`src/rtl/core/binary_to_decimal_ascii_top_assert.svh`:
```
// assertion macros for the binary to decimal ascii converter
`ifndef BINARY_TO_DECIMAL_ASCII_TOP_ASSERT_SVH
`define BINARY_TO_DECIMAL_ASCII_TOP_ASSERT_SVH

// condition and consequence in the same cycle
`define B2DA_ASSERT_SAME(label, ante, cons, msg) \
	label: assert property (@(posedge clk) disable iff (!arst_n) (ante) |-> (cons)) \
		else $error(msg);

// consequence in the cycle after the condition
`define B2DA_ASSERT_NEXT(label, ante, cons, msg) \
	label: assert property (@(posedge clk) disable iff (!arst_n) (ante) |=> (cons)) \
		else $error(msg);

`endif

```
`src/rtl/core/b2da_pkg.sv`:
```
// package with types, constants and place weights for the decimal converter
`default_nettype none
package b2da_pkg;

	localparam int DigitCount = 10;
	localparam int Radix = 10;
	localparam int DigitW = 4;
	localparam int PosW = 4;
	localparam int ValueW = 32;
	localparam int WideW = 34;
	localparam int AsciiW = 6;
	localparam int DataW = 8;
	localparam logic [AsciiW-1:0] AsciiZero = 6'h30;
	localparam logic [PosW-1:0] UnitsPos = PosW'(DigitCount - 1);

	typedef struct packed {
		logic [ValueW-1:0] rest;
		logic [DigitCount*DigitW-1:0] digits;
		logic [PosW-1:0] start;
		logic seen;
	} item_t;

	function automatic logic [WideW-1:0] place_multiple(input int pos, input int k);
		logic [WideW-1:0] w;
		case (pos)
			0: w = 34'd1000000000;
			1: w = 34'd100000000;
			2: w = 34'd10000000;
			3: w = 34'd1000000;
			4: w = 34'd100000;
			5: w = 34'd10000;
			6: w = 34'd1000;
			7: w = 34'd100;
			8: w = 34'd10;
			default: w = 34'd1;
		endcase
		return w * WideW'(k);
	endfunction

endpackage
`default_nettype wire

```
`src/rtl/core/b2da_cell.sv`:
```
// one decimal place cell: extracts the digit of its place and passes the rest on
`default_nettype none
module b2da_cell #(
	parameter int POS = 0
) (
	input wire logic clk,
	input wire logic arst_n,
	input wire logic in_valid,
	output logic in_ready,
	input wire b2da_pkg::item_t in_item,
	output logic out_valid,
	input wire logic out_ready,
	output b2da_pkg::item_t out_item
);

	localparam int DW = b2da_pkg::DigitW;
	localparam int PW = b2da_pkg::PosW;
	localparam int VW = b2da_pkg::ValueW;
	localparam int WW = b2da_pkg::WideW;

	logic valid_q;
	b2da_pkg::item_t item_q;
	b2da_pkg::item_t nxt;
	logic [DW-1:0] digit;
	logic [WW-1:0] sub;

	assign in_ready = !valid_q || out_ready;
	assign out_valid = valid_q;
	assign out_item = item_q;

	always_comb begin
		digit = '0;
		sub = '0;
		for (int k = 1; k < b2da_pkg::Radix; k++) begin
			if ({2'b00, in_item.rest} >= b2da_pkg::place_multiple(POS, k)) begin
				digit = DW'(k);
				sub = b2da_pkg::place_multiple(POS, k);
			end
		end
		nxt = in_item;
		nxt.rest = in_item.rest - sub[VW-1:0];
		nxt.digits[POS*DW +: DW] = digit;
		nxt.seen = in_item.seen || (digit != '0);
		if (!nxt.seen && (POS != b2da_pkg::DigitCount - 1)) begin
			nxt.start = PW'(POS + 1);
		end
	end

	always_ff @(posedge clk or negedge arst_n) begin
		if (!arst_n) begin
			valid_q <= 1'b0;
		end else if (in_ready) begin
			valid_q <= in_valid;
		end
	end

	always_ff @(posedge clk) begin
		if (in_ready && in_valid) begin
			item_q <= nxt;
		end
	end

endmodule
`default_nettype wire

```
`src/rtl/core/b2da_emit.sv`:
```
// character emitter: holds one number's digits and sends them one per transaction
`default_nettype none
module b2da_emit (
	input wire logic clk,
	input wire logic arst_n,
	input wire logic in_valid,
	output logic in_ready,
	input wire b2da_pkg::item_t in_item,
	output logic m_tvalid,
	input wire logic m_tready,
	output logic [b2da_pkg::DataW-1:0] m_tdata,
	output logic m_tlast
);

	localparam int DW = b2da_pkg::DigitW;
	localparam int PW = b2da_pkg::PosW;

	logic busy_q;
	logic [PW-1:0] pos_q;
	logic [b2da_pkg::DigitCount*DW-1:0] digits_q;
	logic [DW-1:0] digit;
	logic sent;
	logic done;

	assign digit = digits_q[pos_q*DW +: DW];
	assign m_tvalid = busy_q;
	assign m_tlast = (pos_q == b2da_pkg::UnitsPos);
	assign m_tdata = {2'b00, b2da_pkg::AsciiZero + {2'b00, digit}};
	assign sent = busy_q && m_tready;
	assign done = sent && m_tlast;
	assign in_ready = !busy_q || done;

	always_ff @(posedge clk or negedge arst_n) begin
		if (!arst_n) begin
			busy_q <= 1'b0;
			pos_q <= '0;
		end else if (in_ready && in_valid) begin
			busy_q <= 1'b1;
			pos_q <= in_item.start;
		end else if (done) begin
			busy_q <= 1'b0;
		end else if (sent) begin
			pos_q <= pos_q + PW'(1);
		end
	end

	always_ff @(posedge clk) begin
		if (in_ready && in_valid) begin
			digits_q <= in_item.digits;
		end
	end

endmodule
`default_nettype wire

```
`src/rtl/core/binary_to_decimal_ascii_top.sv`:
```
// top level: ten place cells in a row followed by the character emitter
// first character is valid once the value has passed all cells and entered the emitter
// throughput: one character per cycle while m_tready is high; k digits give k characters
// the single output character port sets the rate, 1 to 10 characters per value
// reset clears the valid flags of the cells and the emitter; digit data is not reset
`default_nettype none
`include "binary_to_decimal_ascii_top_assert.svh"
module binary_to_decimal_ascii_top (
	input wire logic clk,
	input wire logic arst_n,
	input wire logic s_tvalid,
	output logic s_tready,
	input wire logic [31:0] s_tdata, // value[31:0]
	output logic m_tvalid,
	input wire logic m_tready,
	output logic [7:0] m_tdata, // ascii_digit[5:0], zero fill[7:6]
	output logic m_tlast // last_digit
);

	localparam int N = b2da_pkg::DigitCount;

	logic chain_valid [N+1];
	logic chain_ready [N+1];
	b2da_pkg::item_t chain_item [N+1];

	assign chain_valid[0] = s_tvalid;
	assign s_tready = chain_ready[0];
	assign chain_item[0] = '{rest: s_tdata, digits: '0, start: '0, seen: 1'b0};

	for (genvar i = 0; i < N; i++) begin : g_cell
		b2da_cell #(
			.POS(i)
		) u_cell (
			.clk(clk),
			.arst_n(arst_n),
			.in_valid(chain_valid[i]),
			.in_ready(chain_ready[i]),
			.in_item(chain_item[i]),
			.out_valid(chain_valid[i+1]),
			.out_ready(chain_ready[i+1]),
			.out_item(chain_item[i+1])
		);
	end

	b2da_emit u_emit (
		.clk(clk),
		.arst_n(arst_n),
		.in_valid(chain_valid[N]),
		.in_ready(chain_ready[N]),
		.in_item(chain_item[N]),
		.m_tvalid(m_tvalid),
		.m_tready(m_tready),
		.m_tdata(m_tdata),
		.m_tlast(m_tlast)
	);

	`B2DA_ASSERT_SAME(a_digit_range, m_tvalid,
		(m_tdata >= 8'h30) && (m_tdata <= 8'h39), "character outside 0 to 9")
	`B2DA_ASSERT_NEXT(a_no_gap, m_tvalid && m_tready && !m_tlast, m_tvalid,
		"gap inside a number")
	`B2DA_ASSERT_SAME(a_start_range, chain_valid[N],
		chain_item[N].start <= b2da_pkg::UnitsPos, "start position past units digit")

endmodule
`default_nettype wire
```
`config.mk`:
```
export PLATFORM = sky130hd
export DESIGN_NAME = binary_to_decimal_ascii_top
export DESIGN_NICKNAME = d
export VERILOG_FILES = /design/src/rtl/core/b2da_pkg.sv /design/src/rtl/core/b2da_cell.sv /design/src/rtl/core/b2da_emit.sv /design/src/rtl/core/binary_to_decimal_ascii_top.sv
export VERILOG_INCLUDE_DIRS = /design/src /design/src/rtl/core
export SDC_FILE = /design/constraint.sdc
export NUM_CORES = 1
export LEC_CHECK = 0
export BUFFER_PORTS_ARGS = -buffer_cell sky130_fd_sc_hd__clkbuf_2
export CELL_PAD_IN_SITES_DETAIL_PLACEMENT = 2
export CELL_PAD_IN_SITES_GLOBAL_PLACEMENT = 2
export CORE_MARGIN = 2
export CORE_UTILIZATION = 35
export CTS_BUF_LIST = sky130_fd_sc_hd__clkbuf_16
export CTS_CLUSTER_SIZE = 25
export DETAILED_ROUTE_END_ITERATION = 10
export PLACE_DENSITY = 0.65
export SLEW_MARGIN = 10
export SYNTH_ARGS = -nofsm -noshare
export SYNTH_HDL_FRONTEND = slang
export SYNTH_SLANG_ARGS = --single-unit
export TNS_END_PERCENT = 10
```
`constraint.sdc`:
```
create_clock -name clk -period 12.02 [get_ports clk]
set_input_delay 1.803 -clock clk [delete_from_list [all_inputs] [get_ports clk]]
set_output_delay 1.803 -clock clk [all_outputs]
set_load 0.02 [all_outputs]
```
* After elaboration in Yosys (flattened, before gate mapping)
Index checks and enable logic that the tools add are counted.
** Storage, ports and cells
- Register bits after elaboration :: 611
- Output and inout port bits :: 11
** Cells by class
- Shift operators :: 1
- Reduce and logical (&&, ||, !) cells :: 56
- $add $sub $neg :: 11
- Order comparisons :: 90
- Equality and inequality tests :: 2
- Multiply operators :: 45
- Muxes and demuxes :: 221
** Operator list (number)
- 32-bit 2-to-1 mux :: 63
- 34-bit 2-to-1 mux :: 45
- 34-bit by 3-bit multiplier with 32-bit output, second input constant :: 18
- 4-bit 2-to-1 mux :: 82
- 34-bit by 2-bit multiplier with 31-bit output, second input constant :: 9
- 34-bit by 2-bit multiplier with 32-bit output, second input constant :: 9
- 34-bit by 4-bit multiplier with 32-bit output, second input constant :: 9
- 32-bit subtractor :: 9
- 32-bit by 10-bit >= comparator with 1-bit output, second input constant :: 5
- 32-bit by 20-bit >= comparator with 1-bit output, second input constant :: 5
- 32-bit by 30-bit >= comparator with 1-bit output, second input constant :: 5
- 32-bit by 33-bit >= comparator with 1-bit output, second input constant :: 4
- 32-bit by 13-bit >= comparator with 1-bit output, second input constant :: 4
- 32-bit by 17-bit >= comparator with 1-bit output, second input constant :: 4
- 32-bit by 23-bit >= comparator with 1-bit output, second input constant :: 4
- 32-bit by 27-bit >= comparator with 1-bit output, second input constant :: 4
- 32-bit by 3-bit >= comparator with 1-bit output, second input constant :: 4
- 32-bit by 7-bit >= comparator with 1-bit output, second input constant :: 4
- 32-bit by 16-bit >= comparator with 1-bit output, second input constant :: 3
- 32-bit by 19-bit >= comparator with 1-bit output, second input constant :: 3
- 32-bit by 26-bit >= comparator with 1-bit output, second input constant :: 3
- 32-bit by 29-bit >= comparator with 1-bit output, second input constant :: 3
- 32-bit by 4-bit >= comparator with 1-bit output, second input constant :: 3
- 32-bit by 6-bit >= comparator with 1-bit output, second input constant :: 3
- other kinds (48) :: 121

* Depth between registers and ports, before layout
Gate-level depths: netlist of run 1.
- Depth after elaboration :: 14
- Mapped depth :: 20
- Gate-level depth less buffers :: 18

* Hierarchy
From an unflattened synthesis of run 1, not the netlist that was laid out.
** Unflattened totals
- Cells, all modules :: 2972
- Area total of the unflattened synthesis :: 38966.1 um^2
** Modules (own cells, without submodules)
- b2da_cell (g_cell[2].u_cell) :: seq. area each 2337.2 um^2, instances 1, cells an instance 358, area an instance 4202.8 um^2
- b2da_cell (g_cell[1].u_cell) :: seq. area each 2337.2 um^2, instances 1, cells an instance 366, area an instance 4162.7 um^2
- b2da_cell (g_cell[3].u_cell) :: seq. area each 2337.2 um^2, instances 1, cells an instance 300, area an instance 3862.5 um^2
- b2da_cell (g_cell[4].u_cell) :: seq. area each 2337.2 um^2, instances 1, cells an instance 314, area an instance 3798.6 um^2
- b2da_cell (g_cell[5].u_cell) :: seq. area each 2337.2 um^2, instances 1, cells an instance 277, area an instance 3668.5 um^2
- b2da_cell (g_cell[0].u_cell) :: seq. area each 2307.2 um^2, instances 1, cells an instance 276, area an instance 3631.0 um^2
- b2da_cell (g_cell[6].u_cell) :: seq. area each 2337.2 um^2, instances 1, cells an instance 266, area an instance 3574.7 um^2
- b2da_cell (g_cell[8].u_cell) :: seq. area each 2337.2 um^2, instances 1, cells an instance 257, area an instance 3534.6 um^2
- b2da_cell (g_cell[7].u_cell) :: seq. area each 2337.2 um^2, instances 1, cells an instance 248, area an instance 3469.6 um^2
- b2da_cell (g_cell[9].u_cell) :: seq. area each 2337.2 um^2, instances 1, cells an instance 189, area an instance 3135.5 um^2
- b2da_emit :: seq. area each 1326.3 um^2, instances 1, cells an instance 120, area an instance 1921.8 um^2
- binary_to_decimal_ascii_top :: seq. area each 0.0 um^2, instances 1, cells an instance 1, area an instance 3.8 um^2

* Worst setup path after synthesis of run 1
OpenSTA, ideal clock, no wires.
- Path type :: input -> register
- From :: in s_tdata[21]
- To :: reg g_cell[0].u_cell.item_q, in the netlist g_cell[0].u_cell.out_item[76], data pin
- Required time :: 11.762 ns
- Buffers on the path :: 1
- Stages on the path :: 17
- Arrival time :: 5.386 ns
- Setup slack :: 6.376 ns
- Library setup time :: 0.258 ns
- Cells stage by stage :: or2_2 > or3_1 > or3_1 > nor4_1 > or4_1 > clkbuf_1 > inv_1 > a211o_1 > ha_1 > o211ai_1 > a21o_1 > a21oi_1 > nor4b_1 > o31ai_1 > a211oi_1 > o21bai_1 > xnor2_1
** RTL lines
- start, declared :: RTL line binary_to_decimal_ascii_top.sv:13 : input wire logic [31:0] s_tdata,
- end signal, assigned :: RTL line b2da_cell.sv:59 : item_q <= nxt;
- end, declared :: RTL line b2da_cell.sv:22 : b2da_pkg::item_t item_q;

==> results.cfg, run 1 <==
[finish]
finalNetCount = 2769
multi_input_area_sq_um = 12030
instances_no_fill = 3798
ff_latch_area_sq_um = 17610
fill_cells = 8774
diodes = 0
syn_to_final_growth_pct = 12.32
drive_above_1_share_pct = 8.930

[yosys]
ys_seq_area_share_pct = 58.03
synthArstFlopShare_pct = 2.547
yosysWarnings = 0
synth_area_sq_um = 30350
yosysMostFrequentCell = edfxtp_1
synth_area_leaders = edfxtp_1, ha_1, xnor2_1
yosys.area.top_type = edfxtp_1
synth_compound_area_share_pct = 12.79
ys_ff_latch = 589
synth_flop_cell = edfxtp_1
netlist_top_cells_count = edfxtp_1, nor2_1, nand2_1
synth_top_family_by_area = simple AND/OR/NAND/NOR gates
synth-edff-count = 574
synthMuxAreaShare_pct = 0.8576
ys_types = 97
yosys.area_share.simple_pct = 15.36
yosysTopAreaCellShare_pct = 56.80
synthAdderAreaFrac_pct = 5.508
syn_area_per_cell_sq_um = 11.78
synthCells = 2577
synth_xor_area_share_pct = 4.906

[setup_path]
r2r_cells = 16
cp_slowest_cell = o41ai_4
regToRegStartpoint = g_cell[5].u_cell.out_item[64]
cp_common_cell = or4_1
cp.arrival_ps = 6430
endpoint_kind = flip-flop
rr_endpoint = g_cell[6].u_cell.out_item[75]
rrSetupSlack_ps = 5950
crit_chain = or4_1, or4_1, a2111oi_1, a221oi_1, o21bai_2, a21oi_1, inv_1, ha_1, o21a_1, o211ai_1, a21boi_0, o32ai_2, o21ai_4, o41ai_4, nand4b_1, xnor2_1
path_class = flip-flop to flip-flop
crit_required_ps = 12380
cpPeakStageDelay_ps = 870
start_kind = flip-flop
critPathMaxFanout = 18

[outcome]
outcome = completed

[grt]
antenna_found_initial = 0
grt_pass1_wl_um = 134600
track_usage_pct = 19.05
grt_overflow_total = 0
grt_pass1_vias = 23090
grt_max_degree = 72

[worst_hold_path]
holdPathStages = 0
hold_path_class = flip-flop to flip-flop
holdCritStartpoint = g_cell[9].u_cell.out_item[31]
hold-path-endpoint = u_emit.digits_q[26]

[route]
wl_per_cell_um = 22.47
first_pass_iters = 5
post-route-drc-count = 0
totalWireLength_um = 85360
antenna_left = 0
vias = 20780
via_per_inst = 5.471
drt_iter0_markers = 1224

[sta]
rsz0062_at_grt = no
relSlewSlack_pct = 27.79
clock-skew-final_ps = 33.70
finalHoldViolCount = 0
final-setup-viol-count = 0
period_share_pct = 50.52
max_freq_mhz = 164.7
finalSetupTns_ps = 0
slew_viol_final = 0
tightest_slew_ps = 1079
min_period_ps = 6072

[place]
dpl.hpwl_um = 63510
portBuffers = 42
dp.cells = 3675
gp_congestion = 0.8249

[clock_network]
clk_latency_ps = 620
h-tree-depth = 3
post_cts_resized = 0
root_buffer = clkbuf_16
cts_buffers = 68
clock_sinks = 589
clkTransAtPathRegs_ps = 60
clockBufferDepth = 3
cts_tree = built
hold_buffers = 0
cts_setup_buffers = 0

[floorplan]
dieArea_sq_um = 89080
rows = 107
die_w_um = 298.5
io_pins = 47
start_util_pct = 35.47
core_sq_um = 85550
die_h_um = 298.5

[power]
total_leakage_power_nw = 11.52
peakVddDrop_mv = 0.1013
p_per_area_nw_per_um2 = 152.5

[run]
cap_viol_max_count = 0
critical path, delay by kind of cell, from the launching register on:
family	cells	cell delay, ps
AND/OR/NAND/NOR	3	1470
AO/OA/AOI/OAI	10	3230
buffers and inverters	1	130
flip-flops	1	490
adder cells (fa/ha/maj)	1	270
XOR/XNOR	1	200
layout by cell type, fill, tap and decap left out, types with 12 or more instances in the layout:
master,synthesis,layout
edfxtp_1,574,574
nor2_1,205,205
nand2_1,169,169
ha_1,132,132
a21oi_1,131,131
o21ai_0,128,128
nor3_1,116,116
inv_1,92,101
xnor2_1,97,97
xor2_1,73,73
clkbuf_16,0,68
nand3_1,57,57
o21a_1,57,57
nor4_1,51,50
nand2b_1,44,44
clkbuf_2,0,42
a21o_1,35,35
and2_1,39,34
or3_1,29,29
a31oi_1,29,29
nor2b_1,29,25
or4_1,24,24
a211oi_1,24,24
o211ai_1,23,23
or2_2,20,20
o31ai_1,19,19
nand4_1,17,17
dfrtp_1,15,15
buf_4,5,15
a211o_1,14,14
and3_1,14,14
clkinv_2,0,13
nand3b_1,12,12
o21bai_1,12,12
how the worst max path moves through the flow:
| stage | cells past startpoint | from | endpoint |
|---|---|---|---|
| 2_1_floorplan | 17 | s_tdata[21] | g_cell[0].u_cell.out_item[76] |
| 3_3_place_gp | 17 | s_tdata[21] | g_cell[0].u_cell.out_item[76] |
| 3_5_place_dp | 17 | s_tdata[21] | g_cell[0].u_cell.out_item[76] |
| 4_1_cts | 16 | g_cell[0].u_cell.out_item[57] | g_cell[1].u_cell.out_item[75] |
| 5_1_grt | 15 | g_cell[5].u_cell.out_item[67] | g_cell[6].u_cell.out_item[75] |
| 6_report | 16 | g_cell[5].u_cell.out_item[64] | g_cell[6].u_cell.out_item[75] |
sequential cells by signal, indices dropped and copies added (netlist names):
signal / cells
g_cell.u_cell.out_item: 535
u_emit.m_tvalid: 1
g_cell.u_cell.out_valid: 10
u_emit.pos_q: 4
u_emit.digits_q: 39
layer usage:
| layer | GRT usage [%] | vias to the layer above | wire, um | part of all wire [%] |
|---|---|---|---|---|
| li1 | - | 9820 | - | - |
| met1 | 22.15 | 10530 | 34940 | 41 |
| met2 | 35.84 | 284 | 45520 | 53 |
| met3 | 2.276 | 144 | 1946 | 2.3 |
| met4 | 6.724 | 0 | 2957 | 3.5 |
| met5 | 0 | - | 0 | 0 |
area by class of cell:
class / count / share of cell area [%]
Clock buffer: 68 / 4.992
Tap cell: 1144 / 4.199
Multi-Input combinational cell: 1792 / 35.29
Inverter: 93 / 1.024
Sequential cell: 589 / 51.67
Timing Repair Buffer: 57 / 0.9471
Clock inverter: 55 / 1.876
power by group:
group          leakage, nW  switching, mW  internal [mW]
Sequential            5.12          0.125           2.40
Combinational         5.22          0.330          0.199
Clock                 1.17          0.876           1.27
Total                 11.5           1.33           3.86
stage by stage:
stage | hold slack [ps] | power [mW] | setup slack [ps] | instance area (sq um) | utilization, %
floorplan | 400.3 | 2.895 | 6376 | 30360 | -
global placement | 401.6 | 3.057 | 5680 | 31740 | 37.10
detailed placement | 405.2 | 3.098 | 5501 | 31740 | 37.10
CTS | 392.5 | 5.267 | 5859 | 34080 | 39.83
global route | 403.5 | 5.397 | 5440 | 34090 | 39.84
finish | 395.9 | 5.197 | 5948 | 34090 | 39.84
cells by family (layout without fill, tap and decap cells):
kind of cell | count (synthesis) | after routing
compound gates | 579 | 579
xor+xnor | 170 | 170
fa+ha+maj | 134 | 134
buf+inv | 198 | 273
flops | 589 | 589
mux | 17 | 17
other cells | 2 | 4
simple gates | 888 | 888
Power figures use the tool's default switching activity.
==> run 2: changes to the inputs <==
--- a/config.mk
+++ b/config.mk
@@ -6,6 +6,7 @@
 export SDC_FILE = /design/constraint.sdc
 export NUM_CORES = 1
 export LEC_CHECK = 0
+export ABC_AREA = 1
 export BUFFER_PORTS_ARGS = -buffer_cell sky130_fd_sc_hd__clkbuf_2
 export CELL_PAD_IN_SITES_DETAIL_PLACEMENT = 2
 export CELL_PAD_IN_SITES_GLOBAL_PLACEMENT = 2
@@ -14,7 +15,7 @@
 export CTS_BUF_LIST = sky130_fd_sc_hd__clkbuf_16
 export CTS_CLUSTER_SIZE = 25
 export DETAILED_ROUTE_END_ITERATION = 10
-export PLACE_DENSITY = 0.65
+export PLACE_DENSITY = 0.72
 export SLEW_MARGIN = 10
 export SYNTH_ARGS = -nofsm -noshare
 export SYNTH_HDL_FRONTEND = slang
==> constraint.sdc (replaced) <==
create_clock -name clk -period 5.4 [get_ports clk]
set_input_delay 0.81 -clock clk [delete_from_list [all_inputs] [get_ports clk]]
set_output_delay 0.81 -clock clk [all_outputs]
set_load 0.02 [all_outputs]
==> run 2 against run 1 <==
- total power rose to 4.5 times the previous value
- sequential share of layout area shrank 3.5 points
- die area is 6.5% higher
- register-to-register slack got worse by 5400 ps
- count of clock-buffer cells in the layout grew 4
- critical endpoint is now g_cell[4].u_cell.out_item[71]
- utilization about the same
- highest routed layer is now met5
- largest cell class unchanged
- design area up 7.3%
==> results.cfg, run 2 <==
[outcome]
outcome = completed

[route]
via_per_inst = 5.199
totalWireLength_um = 103200
vias = 25020
antenna_left = 0
post-route-drc-count = 0
first_pass_iters = 7
drt_iter0_markers = 1353
wl_per_cell_um = 21.44

[finish]
largest_register_ffs = 535
ff_latch_area_sq_um = 17610
multi_input_area_sq_um = 12870
final_cell_mix = nand2_1, edfxtp_1, inv_1
syn_to_final_growth_pct = 13.04
fill_cells = 10060
finalNetCount = 3736
drive_above_1_share_pct = 7.887
diodes = 0
final_common_cell = nand2_1

[sta]
period_share_pct = 88.96
clock-skew-final_ps = 32.22
min_period_ps = 4804
max_freq_mhz = 208.2
finalSetupTns_ps = 0
slew_viol_final = 0
final-setup-viol-count = 0
worst_slack_ps = 595.9
rsz0062_at_grt = no
relSlewSlack_pct = 33.24
tightest_slew_ps = 1001
finalHoldViolCount = 0

[floorplan]
start_util_pct = 35.29
rows = 111
dieArea_sq_um = 94860
core_sq_um = 91660
io_pins = 47
die_h_um = 308
die_w_um = 308

[clock_network]
hold_buffers = 0
cts_buffers = 72
post_cts_resized = 0
clk_latency_ps = 660
clockBufferDepth = 3
clkTransAtPathRegs_ps = 60
h-tree-depth = 3
cts_tree = built
cts_setup_buffers = 0
clock_sinks = 589
root_buffer = clkbuf_16

[grt]
grt_pass1_wl_um = 162600
antenna_found_initial = 7
grt_overflow_total = 0
grt_pass1_vias = 27980
track_usage_pct = 22.05
grt_max_degree = 69

[setup_path]
cp_common_cell = nand2_1
critPathMaxFanout = 6
rr_endpoint = g_cell[4].u_cell.out_item[71]
start_kind = flip-flop
cp.arrival_ps = 5190
regToRegStartpoint = g_cell[3].u_cell.out_item[74]
path_class = flip-flop to flip-flop
r2r_cells = 28
endpoint_kind = flip-flop
rrSetupSlack_ps = 600
cpPeakStageDelay_ps = 500
crit_required_ps = 5790
cp_slowest_cell = a41oi_1

[power]
total_leakage_power_nw = 14.65
p_per_area_nw_per_um2 = 633.5
peakVddDrop_mv = 0.3543

[place]
gp_congestion = 0.8493
place_ws_ps = 463.4
dpl.hpwl_um = 80220
portBuffers = 42

[yosys]
ys_types = 69
synth_area_leaders = edfxtp_1, nand2_1, ha_1
yosysTopAreaCellShare_pct = 53.29
ys_ff_latch = 589
synth-edff-count = 574
synth_area_sq_um = 32350
synthArstFlopShare_pct = 2.547
synth_flop_cell = edfxtp_1
yosysMostFrequentCell = nand2_1
yosys.area.top_type = edfxtp_1
ys_seq_area_share_pct = 54.45
synthCells = 3470
syn_area_per_cell_sq_um = 9.322
yosysWarnings = 0
netlist_top_cells_count = nand2_1, edfxtp_1, inv_1

[worst_hold_path]
hold_path_class = primary input to asynchronous set/reset pin

[run]
cap_viol_max_count = 0
[run 2: logic make-up after synthesis]
family,count (synthesis),share of synthesized area (%)
buffers and inverters,504,5.922
XOR/XNOR,148,4.007
AND/OR/NAND/NOR,1594,21.48
adder cells (fa/ha/maj),132,5.106
AO/OA/AOI/OAI,499,8.947
flip-flops,589,54.45
multiplexers,2,0.06189
other,2,0.02322
[run 2: how the worst max path moves through the flow]
stage                             startpoint                            end
6_report       g_cell[3].u_cell.out_item[74]  g_cell[4].u_cell.out_item[71]
5_1_grt        g_cell[3].u_cell.out_item[74]  g_cell[4].u_cell.out_item[71]
4_1_cts        g_cell[3].u_cell.out_item[74]  g_cell[4].u_cell.out_item[71]
3_5_place_dp                     s_tdata[11]  g_cell[0].u_cell.out_item[69]
3_3_place_gp   g_cell[3].u_cell.out_item[54]  g_cell[4].u_cell.out_item[71]
2_1_floorplan                u_emit.pos_q[1]   g_cell[6].u_cell.out_item[0]
[run 2: through the flow]
stage               instances  total power, mW  instance area [sq um]  utilization, %  hold slack, ps
floorplan                3472            14.75                  32350               -           400.3
global placement         4680            17.59                  34050           37.15           401.4
detailed placement       4680            18.19                  34050           37.15           405.9
CTS                      4812            23.49                  36560           39.89           69.16
global route             4812            24.76                  36560           39.89           86.15
finish                   4812            23.16                  36560           39.89           94.09
[run 2: area by class of cell]
type                            instances  share of cell area [%]
Clock buffer                           72                   4.928
Clock inverter                         60                   1.937
Inverter                              469                   4.822
Multi-Input combinational cell       2379                   35.20
Sequential cell                       589                   48.17
Tap cell                             1186                   4.059
Timing Repair Buffer                   57                  0.8829
[run 2: layer usage]
| metal | up-vias | global-route usage [%] | share of wire, % |
|---|---|---|---|
| met5 | - | 0 | 0.013 |
| met4 | 2 | 7.124 | 3.2 |
| met3 | 186 | 3.085 | 3.1 |
| met2 | 371 | 39.82 | 50 |
| met1 | 12390 | 26.95 | 43 |
| li1 | 12070 | - | - |
[run 2: report_power, final]
part           switching (mW)  internal (mW)
clock network            2.10           3.01
logic                    5.93           2.37
registers                1.69           8.06
total                    9.73           13.4
[run 2: critical path: cells and delay by family, from the launching register on]
kind | cells | cell delay [ps]
flops | 1 | 410
buf+inv | 3 | 380
simple gates | 19 | 2360
compound gates | 5 | 1140
fa+ha+maj | 1 | 260
